File: src/design/sfu_pkg.sv
// Shared types and constants for the signed field unpacker.
package sfu_pkg;

    localparam int BYTE_W     = 8;
    localparam int VAL_W      = 16;
    localparam int CFG_IDX_W  = 2;
    localparam int CFG_DATA_W = 16;

    // Register indexes on the configuration port
    localparam logic [CFG_IDX_W-1:0] CFG_VALUE_BITS = 2'd0;
    localparam logic [CFG_IDX_W-1:0] CFG_LOG_COUNT  = 2'd1;

    // Raw register fields as seen on the configuration port
    localparam int VALUE_BITS_FIELD_W = 5;
    localparam int LOG_COUNT_FIELD_W  = 4;

    // Register values after reset
    localparam int VALUE_BITS_RST = 13;
    localparam int LOG_COUNT_RST  = 9;

    typedef enum logic [1:0] {
        ST_IDLE,
        ST_EXTRACT,
        ST_SEND
    } state_t;

endpackage

File: src/design/signed_field_unpacker_checked_top.sv
// Signed fixed-width field unpacker with per-value and per-frame checks.
//
//   channel | signals                                    | flow control
//   --------+--------------------------------------------+-------------------
//   input   | in_valid, data_byte                        | in_stall
//   output  | out_valid, value, value_ok, run_last,      | out_stall
//           | frame_last, frame_ok                       |
//   config  | cfg_valid, cfg_index, cfg_data             | cfg_ready
//
// A byte is loaded in the idle state; each value it yields then passes through
// the shared extract shifter (extract state) and waits in the single output
// register (send state) until it is taken. No new byte is accepted until the
// last value of the byte's run has been taken from the output register.
// in_stall and cfg_ready follow the idle state; in idle a pending config write
// stalls the input. Reset clears the frame and loads the default width and
// count. Output stalls hold the result in place.
module signed_field_unpacker_checked_top #(
    parameter int MAX_LOG_COUNT  = 10,
    parameter int MAX_VALUE_BITS = 16
) (
    input  logic                           clk,
    input  logic                           rst_n,

    input  logic                           in_valid,
    output logic                           in_stall,
    input  logic [sfu_pkg::BYTE_W-1:0]     data_byte,

    output logic                           out_valid,
    input  logic                           out_stall,
    output logic signed [sfu_pkg::VAL_W-1:0] value,
    output logic                           value_ok,
    output logic                           run_last,
    output logic                           frame_last,
    output logic                           frame_ok,

    input  logic                           cfg_valid,
    output logic                           cfg_ready,
    input  logic [sfu_pkg::CFG_IDX_W-1:0]  cfg_index,
    input  logic [sfu_pkg::CFG_DATA_W-1:0] cfg_data
);
    import sfu_pkg::*;

    localparam int ACC_W  = MAX_VALUE_BITS + BYTE_W - 1;
    localparam int HELD_W = $clog2(MAX_VALUE_BITS + BYTE_W);
    localparam int BITS_W = $clog2(MAX_VALUE_BITS + 1);
    localparam int LOG_W  = $clog2(MAX_LOG_COUNT + 1);
    localparam int DONE_W = MAX_LOG_COUNT + 1;
    localparam int VB_W   = MAX_VALUE_BITS;
    localparam int BITS_RST = (VALUE_BITS_RST > MAX_VALUE_BITS) ? MAX_VALUE_BITS
                                                                : VALUE_BITS_RST;
    localparam int LOG_RST  = (LOG_COUNT_RST > MAX_LOG_COUNT) ? MAX_LOG_COUNT
                                                              : LOG_COUNT_RST;

    state_t state_reg, state_next;

    logic [BITS_W-1:0] bits_reg, bits_next;
    logic [LOG_W-1:0]  log_reg, log_next;

    logic [ACC_W-1:0]  acc_reg, acc_next;
    logic [HELD_W-1:0] held_reg, held_next;
    logic [DONE_W-1:0] done_reg, done_next;
    logic              good_reg, good_next;

    logic signed [VAL_W-1:0] value_reg, value_next;
    logic value_ok_reg, value_ok_next;
    logic run_last_reg, run_last_next;
    logic frame_last_reg, frame_last_next;
    logic frame_ok_reg, frame_ok_next;

    logic in_xfer, out_xfer, cfg_xfer;
    logic [VALUE_BITS_FIELD_W-1:0] cfg_bits_raw;
    logic [LOG_COUNT_FIELD_W-1:0]  cfg_log_raw;

    // Byte load
    logic [ACC_W-1:0]  acc_load;
    logic [HELD_W-1:0] held_load;

    // Shared extract unit
    logic [HELD_W-1:0] held_rem;
    logic [ACC_W-1:0]  acc_shift;
    logic [ACC_W-1:0]  acc_rem;
    logic [VB_W-1:0]   field_mask;
    logic [VB_W-1:0]   sign_mask;
    logic [VB_W-1:0]   field_raw;
    logic signed [VB_W-1:0] field_ext;
    logic              field_ok;
    logic [DONE_W-1:0] done_inc;
    logic [DONE_W-1:0] total;
    logic              at_frame_end;

    assign in_xfer  = in_valid && !in_stall;
    assign out_xfer = out_valid && !out_stall;
    assign cfg_xfer = cfg_valid && cfg_ready;

    assign cfg_bits_raw = cfg_data[VALUE_BITS_FIELD_W-1:0];
    assign cfg_log_raw  = cfg_data[LOG_COUNT_FIELD_W-1:0];

    assign acc_load  = ACC_W'({acc_reg, data_byte});
    assign held_load = held_reg + HELD_W'(BYTE_W);

    assign held_rem   = held_reg - HELD_W'(bits_reg);
    assign acc_shift  = acc_reg >> held_rem;
    assign acc_rem    = acc_reg & ~({ACC_W{1'b1}} << held_rem);
    assign field_mask = ~({VB_W{1'b1}} << bits_reg);
    assign sign_mask  = VB_W'(1) << (bits_reg - BITS_W'(1));
    assign field_raw  = acc_shift[VB_W-1:0] & field_mask;
    assign field_ok   = (field_raw != sign_mask);
    assign field_ext  = ((field_raw & sign_mask) != '0) ? (field_raw | ~field_mask)
                                                        : field_raw;
    assign done_inc     = done_reg + DONE_W'(1);
    assign total        = DONE_W'(1) << log_reg;
    assign at_frame_end = (done_inc == total);

    // Next state
    always_comb
    begin
        state_next = state_reg;
        case (state_reg)
            ST_IDLE:
            begin
                if (!cfg_xfer && in_xfer && (held_load >= HELD_W'(bits_reg)))
                    state_next = ST_EXTRACT;
            end
            ST_EXTRACT:
            begin
                state_next = ST_SEND;
            end
            ST_SEND:
            begin
                if (out_xfer)
                    state_next = run_last_reg ? ST_IDLE : ST_EXTRACT;
            end
            default:
            begin
                state_next = ST_IDLE;
            end
        endcase
    end

    // Handshake outputs
    always_comb
    begin
        in_stall  = 1'b1;
        cfg_ready = 1'b0;
        out_valid = 1'b0;
        case (state_reg)
            ST_IDLE:
            begin
                // config write goes first; the byte is stalled while cfg_valid is high
                in_stall  = cfg_valid;
                cfg_ready = 1'b1;
            end
            ST_EXTRACT:
            begin
                in_stall = 1'b1;
            end
            ST_SEND:
            begin
                out_valid = 1'b1;
            end
            default:
            begin
                in_stall = 1'b1;
            end
        endcase
    end

    // Configuration registers, clamped to the supported range on write
    always_comb
    begin
        bits_next = bits_reg;
        log_next  = log_reg;
        if (cfg_xfer)
        begin
            if (cfg_index == CFG_VALUE_BITS)
            begin
                if (cfg_bits_raw == '0)
                    bits_next = BITS_W'(1);
                else if (cfg_bits_raw > MAX_VALUE_BITS)
                    bits_next = BITS_W'(MAX_VALUE_BITS);
                else
                    bits_next = BITS_W'(cfg_bits_raw);
            end
            else if (cfg_index == CFG_LOG_COUNT)
            begin
                if (cfg_log_raw == '0)
                    log_next = LOG_W'(1);
                else if (cfg_log_raw > MAX_LOG_COUNT)
                    log_next = LOG_W'(MAX_LOG_COUNT);
                else
                    log_next = LOG_W'(cfg_log_raw);
            end
        end
    end

    // Frame state and result register
    always_comb
    begin
        acc_next        = acc_reg;
        held_next       = held_reg;
        done_next       = done_reg;
        good_next       = good_reg;
        value_next      = value_reg;
        value_ok_next   = value_ok_reg;
        run_last_next   = run_last_reg;
        frame_last_next = frame_last_reg;
        frame_ok_next   = frame_ok_reg;

        if (cfg_xfer && (cfg_index == CFG_VALUE_BITS || cfg_index == CFG_LOG_COUNT))
        begin
            // a register write abandons the frame in progress
            acc_next  = '0;
            held_next = '0;
            done_next = '0;
            good_next = 1'b1;
        end
        else if (in_xfer)
        begin
            acc_next  = acc_load;
            held_next = held_load;
        end
        else if (state_reg == ST_EXTRACT)
        begin
            value_next      = VAL_W'(field_ext);
            value_ok_next   = field_ok;
            frame_last_next = at_frame_end;
            frame_ok_next   = at_frame_end && good_reg && field_ok && (acc_rem == '0);
            run_last_next   = at_frame_end || (held_rem < HELD_W'(bits_reg));
            if (at_frame_end)
            begin
                acc_next  = '0;
                held_next = '0;
                done_next = '0;
                good_next = 1'b1;
            end
            else
            begin
                acc_next  = acc_rem;
                held_next = held_rem;
                done_next = done_inc;
                good_next = good_reg && field_ok;
            end
        end
    end

    always_ff @(posedge clk or negedge rst_n)
    begin
        if (!rst_n)
        begin
            state_reg <= ST_IDLE;
            bits_reg  <= BITS_W'(BITS_RST);
            log_reg   <= LOG_W'(LOG_RST);
            acc_reg   <= '0;
            held_reg  <= '0;
            done_reg  <= '0;
            good_reg  <= 1'b1;
        end
        else
        begin
            state_reg <= state_next;
            bits_reg  <= bits_next;
            log_reg   <= log_next;
            acc_reg   <= acc_next;
            held_reg  <= held_next;
            done_reg  <= done_next;
            good_reg  <= good_next;
        end
    end

    always_ff @(posedge clk)
    begin
        value_reg      <= value_next;
        value_ok_reg   <= value_ok_next;
        run_last_reg   <= run_last_next;
        frame_last_reg <= frame_last_next;
        frame_ok_reg   <= frame_ok_next;
    end

    assign value      = value_reg;
    assign value_ok   = value_ok_reg;
    assign run_last   = run_last_reg;
    assign frame_last = frame_last_reg;
    assign frame_ok   = frame_ok_reg;

endmodule

File: config.mk
export PLATFORM = sky130hd
export DESIGN_NAME = signed_field_unpacker_checked_top
export DESIGN_NICKNAME = d
export VERILOG_FILES = /design/src/design/sfu_pkg.sv /design/src/design/signed_field_unpacker_checked_top.sv
export SDC_FILE = /design/constraint.sdc
export NUM_CORES = 1
export LEC_CHECK = 0
export BUFFER_PORTS_ARGS = -buffer_cell sky130_fd_sc_hd__buf_2
export CORE_AREA = 2 2 105 107
export DETAILED_ROUTE_END_ITERATION = 7
export DIE_AREA = 0 0 107 109
export PLACE_DENSITY = 0.82
export SLEW_MARGIN = 20
export SYNTH_ARGS = -nofsm -noshare
export SYNTH_HDL_FRONTEND = slang
export SYNTH_SLANG_ARGS = --single-unit
File: constraint.sdc
create_clock -name clk -period 6.5 [get_ports clk]
set_clock_uncertainty 0.05 [all_clocks]
set_input_delay 0 -clock clk [delete_from_list [all_inputs] [get_ports clk]]
set_output_delay 0 -clock clk [all_outputs]
set_load 0.05 [all_outputs]
Yosys cells after proc, flatten, opt, wreduce, memory -nomap -nowiden --
Cells that the tools add are included.
Storage, ports and cells: register bits 71, output and inout bits 23
Cells by class: add/subtract/negate cells 4, $lt $le $gt $ge 4, eq/ne operators 8, shift operators 5, mux-type cells 28, bitwise gates (word level) 10, reductions and logical operators 28
Operators by type and width (count):
- $mux W23 | 4
- $mux W11 | 4
- $and A16 B16 Y16 | 2
- $not A16 Y16 | 2
- $mux W5 | 6
- $and A23 B23 Y23 | 1
- $logic_not A23 Y1 | 1
- $not A23 Y23 | 1
- $shl A23 B5 Y23 const A | 1
- $shr A23 B5 Y16 | 1
- $mux W16 | 1
- $ne A16 B16 Y1 | 1
- $or A16 B16 Y16 | 1
- $reduce_bool A16 Y1 | 1
- $shl A1 B5 Y16 const A | 1
- $shl A16 B5 Y16 const A | 1
- $add A11 B1 Y11 const B | 1
- $eq A11 B11 Y1 | 1
- $shl A1 B4 Y11 const A | 1
- $logic_and A1 B1 Y1 | 10
- $mux W1 | 8
- $mux W4 | 2
- $pmux W2 S3 | 1
- $reduce_and A2 Y1 | 3
- other kinds (21) | 31

Logic depth before layout (Yosys ltp) --
depth in word-level cells 9, gate-level depth with buffers 22, depth with buffers taken out 21

Worst setup path before layout --
No wires, ideal clock.
path kind flip-flop to flip-flop, start point register bits_reg[1], end point register value_reg[5] (netlist: value[5]), data pin, setup time 0.272 ns, data arrival time 3.920 ns, data required time 6.178 ns, path slack 2.258 ns, stages on the path, launching flop included 17, clock period less this slack 4.242 ns, cell sequence dfrtp_1 clkbuf_1 clkinv_1 fa_1 clkbuf_1 clkbuf_1 clkbuf_1 nand2_1 a31oi_1 mux2i_1 a22oi_1 nor2_1 ha_1 nor4_1 and4_1 clkbuf_1 a22oi_1
On the way: longest elaborated chain between the ends 6, elaborated cells on any way between the ends 12, classes of those cells add/sub: 2; shift: 3; mux: 1; bitwise: 5; reduce/logical: 1
Ends and longest elaborated chain:
- from (decl) | line signed_field_unpacker_checked_top.sv:56 | logic [BITS_W-1:0] bits_reg, bits_next;
- from (signal assigned) | line signed_field_unpacker_checked_top.sv:251 | bits_reg <= BITS_W'(BITS_RST);
- from (signal assigned) | line signed_field_unpacker_checked_top.sv:261 | bits_reg <= bits_next;
- $sub A5 B5 Y5 / $shl A16 B5 Y16 (equally long branches) | line signed_field_unpacker_checked_top.sv:101, signed_field_unpacker_checked_top.sv:104
- $shr A23 B5 Y16 / $not A16 Y16 (equally long branches) | line signed_field_unpacker_checked_top.sv:102, signed_field_unpacker_checked_top.sv:104
- $and A16 B16 Y16 | line signed_field_unpacker_checked_top.sv:106 | assign field_raw = acc_shift[VB_W-1:0] & field_mask;
- $and A16 B16 Y16 | line signed_field_unpacker_checked_top.sv:108 | assign field_ext = ((field_raw & sign_mask) != '0) ? (field_raw | ~field_mask)
- $reduce_bool A16 Y1 | line signed_field_unpacker_checked_top.sv:108
- $mux W16 (*) | line signed_field_unpacker_checked_top.sv:108
- named net field_ext[5] | line signed_field_unpacker_checked_top.sv:85 | logic signed [VB_W-1:0] field_ext;
- to (signal assigned) | line signed_field_unpacker_checked_top.sv:272 | value_reg <= value_next;
- to (decl) | line signed_field_unpacker_checked_top.sv:64 | logic signed [VAL_W-1:0] value_reg, value_next;
The timed path passes the listed nets; every way through them passes the cells marked *. A chain may end at the register's enable or synchronous reset.

Worst setup path after layout --
start point register bits_reg[1], end point register frame_ok_reg (netlist: frame_ok), data pin
On the way: longest elaborated chain between the ends 6, elaborated cells on any way between the ends 14, classes of those cells add/sub: 2; eq/ne: 1; shift: 4; bitwise: 4; reduce/logical: 3
Ends and longest elaborated chain:
- $sub A5 B5 Y5 / $shl A16 B5 Y16 (equally long branches) | line signed_field_unpacker_checked_top.sv:101, signed_field_unpacker_checked_top.sv:104
- $shr A23 B5 Y16 / $not A16 Y16 (equally long branches) | line signed_field_unpacker_checked_top.sv:102, signed_field_unpacker_checked_top.sv:104
- $and A16 B16 Y16 | line signed_field_unpacker_checked_top.sv:106
- $ne A16 B16 Y1 (*) | line signed_field_unpacker_checked_top.sv:107 | assign field_ok = (field_raw != sign_mask);
- named net field_ok | line signed_field_unpacker_checked_top.sv:86 | logic field_ok;
- $logic_and A1 B1 Y1 (*) (2 in a row) | line signed_field_unpacker_checked_top.sv:227 | frame_ok_next = at_frame_end && good_reg && field_ok && (acc_rem == '0);
- to (signal assigned) | line signed_field_unpacker_checked_top.sv:276 | frame_ok_reg <= frame_ok_next;
- to (decl) | line signed_field_unpacker_checked_top.sv:68 | logic frame_ok_reg, frame_ok_next;
Marked as above.

==> impl_metrics.tcl <==
set metrics [dict create \
    vias 5533 \
    setup_viol 0 \
    tns_ns 0 \
    cts_setup_buffers 0 \
    hold_path.class "primary input to flip-flop" \
    synth_commonest_cells "nand2_1, o21ai_0, nor2_1" \
    grt_usage_pct 28.37 \
    clkTransAtPathRegs_ns 0.09 \
    cts_repair_resize_count 0 \
    num-nets-final 771 \
    drv_slew 0 \
    synth_top_area_cell "dfrtp_1" \
    multi_input_area_um2 3530 \
    drive_gt1_share_pct 13.60 \
    core_area_um2 10600 \
    min_period_ns 5.431 \
    hold_depth 4 \
    syn_nets 737 \
    seq_area_um2 1884 \
    cp_max_fo 25 \
    synth_edf_count 20 \
    die_area_um2 11660 \
    grt_pass1_wl_mm 25.99 \
    finalHoldViolCount 0 \
    status "complete, no violations" \
    ys.flop_type "dfrtp_1" \
    area_growth_pct 11.26 \
    num_rows 38 \
    cts_buffer_depth 2 \
    cap_violations 0 \
    reg2reg_depth 16 \
    fillers 931 \
    antenna_cells 0 \
    grt_max_degree 52 \
    io_pins 54 \
    die_y_um 109 \
    largest_reg_flops 23 \
    drt_iter0_markers 635 \
    startpoint_type "flip-flop" \
    grt_setup_unrepaired "false" \
    synth_top_area_share_pct 19.75 \
    end_kind "flip-flop" \
    synthesis.area_um2 5703 \
    arrival_ns 5.47 \
    htreeDepth 3 \
    firstDrtPassIters 5 \
    tightestPinTransition_ns 1.046 \
    drt-total-wl_mm 15.72 \
    cts.sinks 71 \
    yosysSeqAreaShare_pct 33.04 \
    vias_per_cell 6.487 \
    cp.required_ns 6.54 \
    cts_tree "done" \
    place_congestion 0.9631 \
    yosysWarnings 0 \
    synth_cells 674 \
    ant_nets 0 \
    wl_per_cell_um 18.43 \
    postSynthAreaPerCell_um2 8.461 \
    drt_drc_violations_left 0 \
    io_buffers 42 \
    antenna_found_initial 0 \
    synth-seq-cells 71 \
    synth_cell_types 79 \
    grt_pass1_vias 5192 \
    ys_top_cells_by_area "dfrtp_1, edfxtp_1, ha_1" \
    fin_crit_sh_pct 83.56 \
    hpwl_mm 11.01 \
    ys_async_sr_fraction_pct 71.83 \
    numCtsBuffers 9 \
    relSlewSlack_pct 28.46 \
    start_util_pct 53.79 \
    synthMostInstantiatedCell "nand2_1" \
    clock_latency_ns 0.37 \
    path_class "flip-flop to flip-flop" \
    grt_remaining_overflow 0 \
    die_x_um 107 \
    fmax_mhz 184.1 \
    clock_tree.root_cell "clkbuf_8" \
]
## layout by cell type (no fill, tap or decap), types with 3 or more instances in the layout
cell type      instances
o22ai_1                7
mux2_2                 7
nor3_1                23
nand4_1                9
a22oi_1               23
mux2i_1               26
o21a_1                 4
o21bai_1               5
xnor2_1                8
xor2_1                 5
o21ai_0               65
nand3b_1               3
nand2_1               69
a211oi_1              13
o31ai_1                5
dfstp_2                6
nand3_1               19
clkbuf_8              10
a21o_1                11
dlygate4sd3_1         19
a31oi_1                8
buf_2                 42
and2_1                 4
buf_4                 10
nor4_1                14
inv_1                 10
ha_1                  31
or3_1                  4
edfxtp_1              20
o211ai_1               6
o21ai_1                4
nand2b_1               3
nor2_1                59
a21oi_1               42
dfrtp_1               45
clkinv_1               4
nor2b_1               11
inv_2                  3
## stage by stage
stage                     instance area, µm²  instances  hold slack, ns  setup WS, ns  util, %
final                                   6345        853         0.07593         1.069    59.84
after CTS                               6345        853         0.04685         1.238    59.84
after detailed placement                5938        818         0.09932         1.310    56.01
after floorplan                         5703        674         -0.3456         2.258        -
after global routing                    6345        853          0.1141        0.8955    59.84
after global placement                  5938        818         0.09421         1.362    56.01
## final cells by class
cell class / instances / share of cell area (%)
Multi-Input combinational cell: 538 / 55.63
Clock inverter: 4 / 0.7888
Clock buffer: 12 / 2.623
Sequential cell: 71 / 29.70
Timing Repair Buffer: 71 / 7.494
Inverter: 17 / 1.006
Tap cell: 140 / 2.761
## what timing repair did
| action | CTS | global route |
|---|---|---|
| endpoints found under the setup margin | 0 | 0 |
| endpoints found under the hold margin | 65 | 0 |
| hold buffers | 19 | 0 |
## final timing paths
check | start | to | slack, ns
max reg2reg | bits_reg[1]$_DFFE_PN0P_ | frame_ok$_DFFE_PP_ | 1.07
max in group asynchronous | rst_n | acc_reg[3]$_DFFE_PN0P_ | 5.74
max | bits_reg[1]$_DFFE_PN0P_ | frame_ok$_DFFE_PP_ | 1.07
min | cfg_index[1] | log_reg[0]$_DFFE_PN1P_ | 0.08
min in group asynchronous | rst_n | acc_reg[17]$_DFFE_PN0P_ | 0.23
min reg2reg | good_reg$_DFFE_PN1P_ | good_reg$_DFFE_PN1P_ | 0.44
## layer usage
layer / part of all wire [%] / vias up / routed length (µm) / GRT usage [%]
met5: 0 / - / 0 / 0
met3: 8.2 / 38 / 1296 / 5.081
li1: - / 2596 / - / -
met1: 42 / 2631 / 6532 / 36.41
met4: 2.5 / 0 / 388 / 10.02
met2: 48 / 268 / 7501 / 48.36
## worst max-delay path: stages (launching register included)
cell and delay (ns):
dfrtp_1 0.56, clkinv_1 0.17, buf_4 0.21, fa_1 0.46, xnor2_1 0.21, buf_4 0.30
clkinv_1 0.64, mux2i_1 0.29, a2111oi_0 0.96, ha_1 0.37, nor4_1 0.18, nand4_1 0.21
nand2_1 0.18, a21oi_1 0.06, nand4_1 0.11, or3_1 0.16, nor4_4 0.04
## cell families (layout without fill, tap and decap cells)
logic type      Yosys count  in the layout  synth area share, %
compound gates          221            221                25.34
xor+xnor                 13             13                1.997
fa+ha+maj                32             32                7.152
buf+inv                  65            104                5.112
flops                    71             71                33.04
mux                      34             34                6.341
simple gates            238            238                21.02
Power is not shown: default switching activity piles up to over one toggle a cycle in this logic, so the estimate is an artifact.
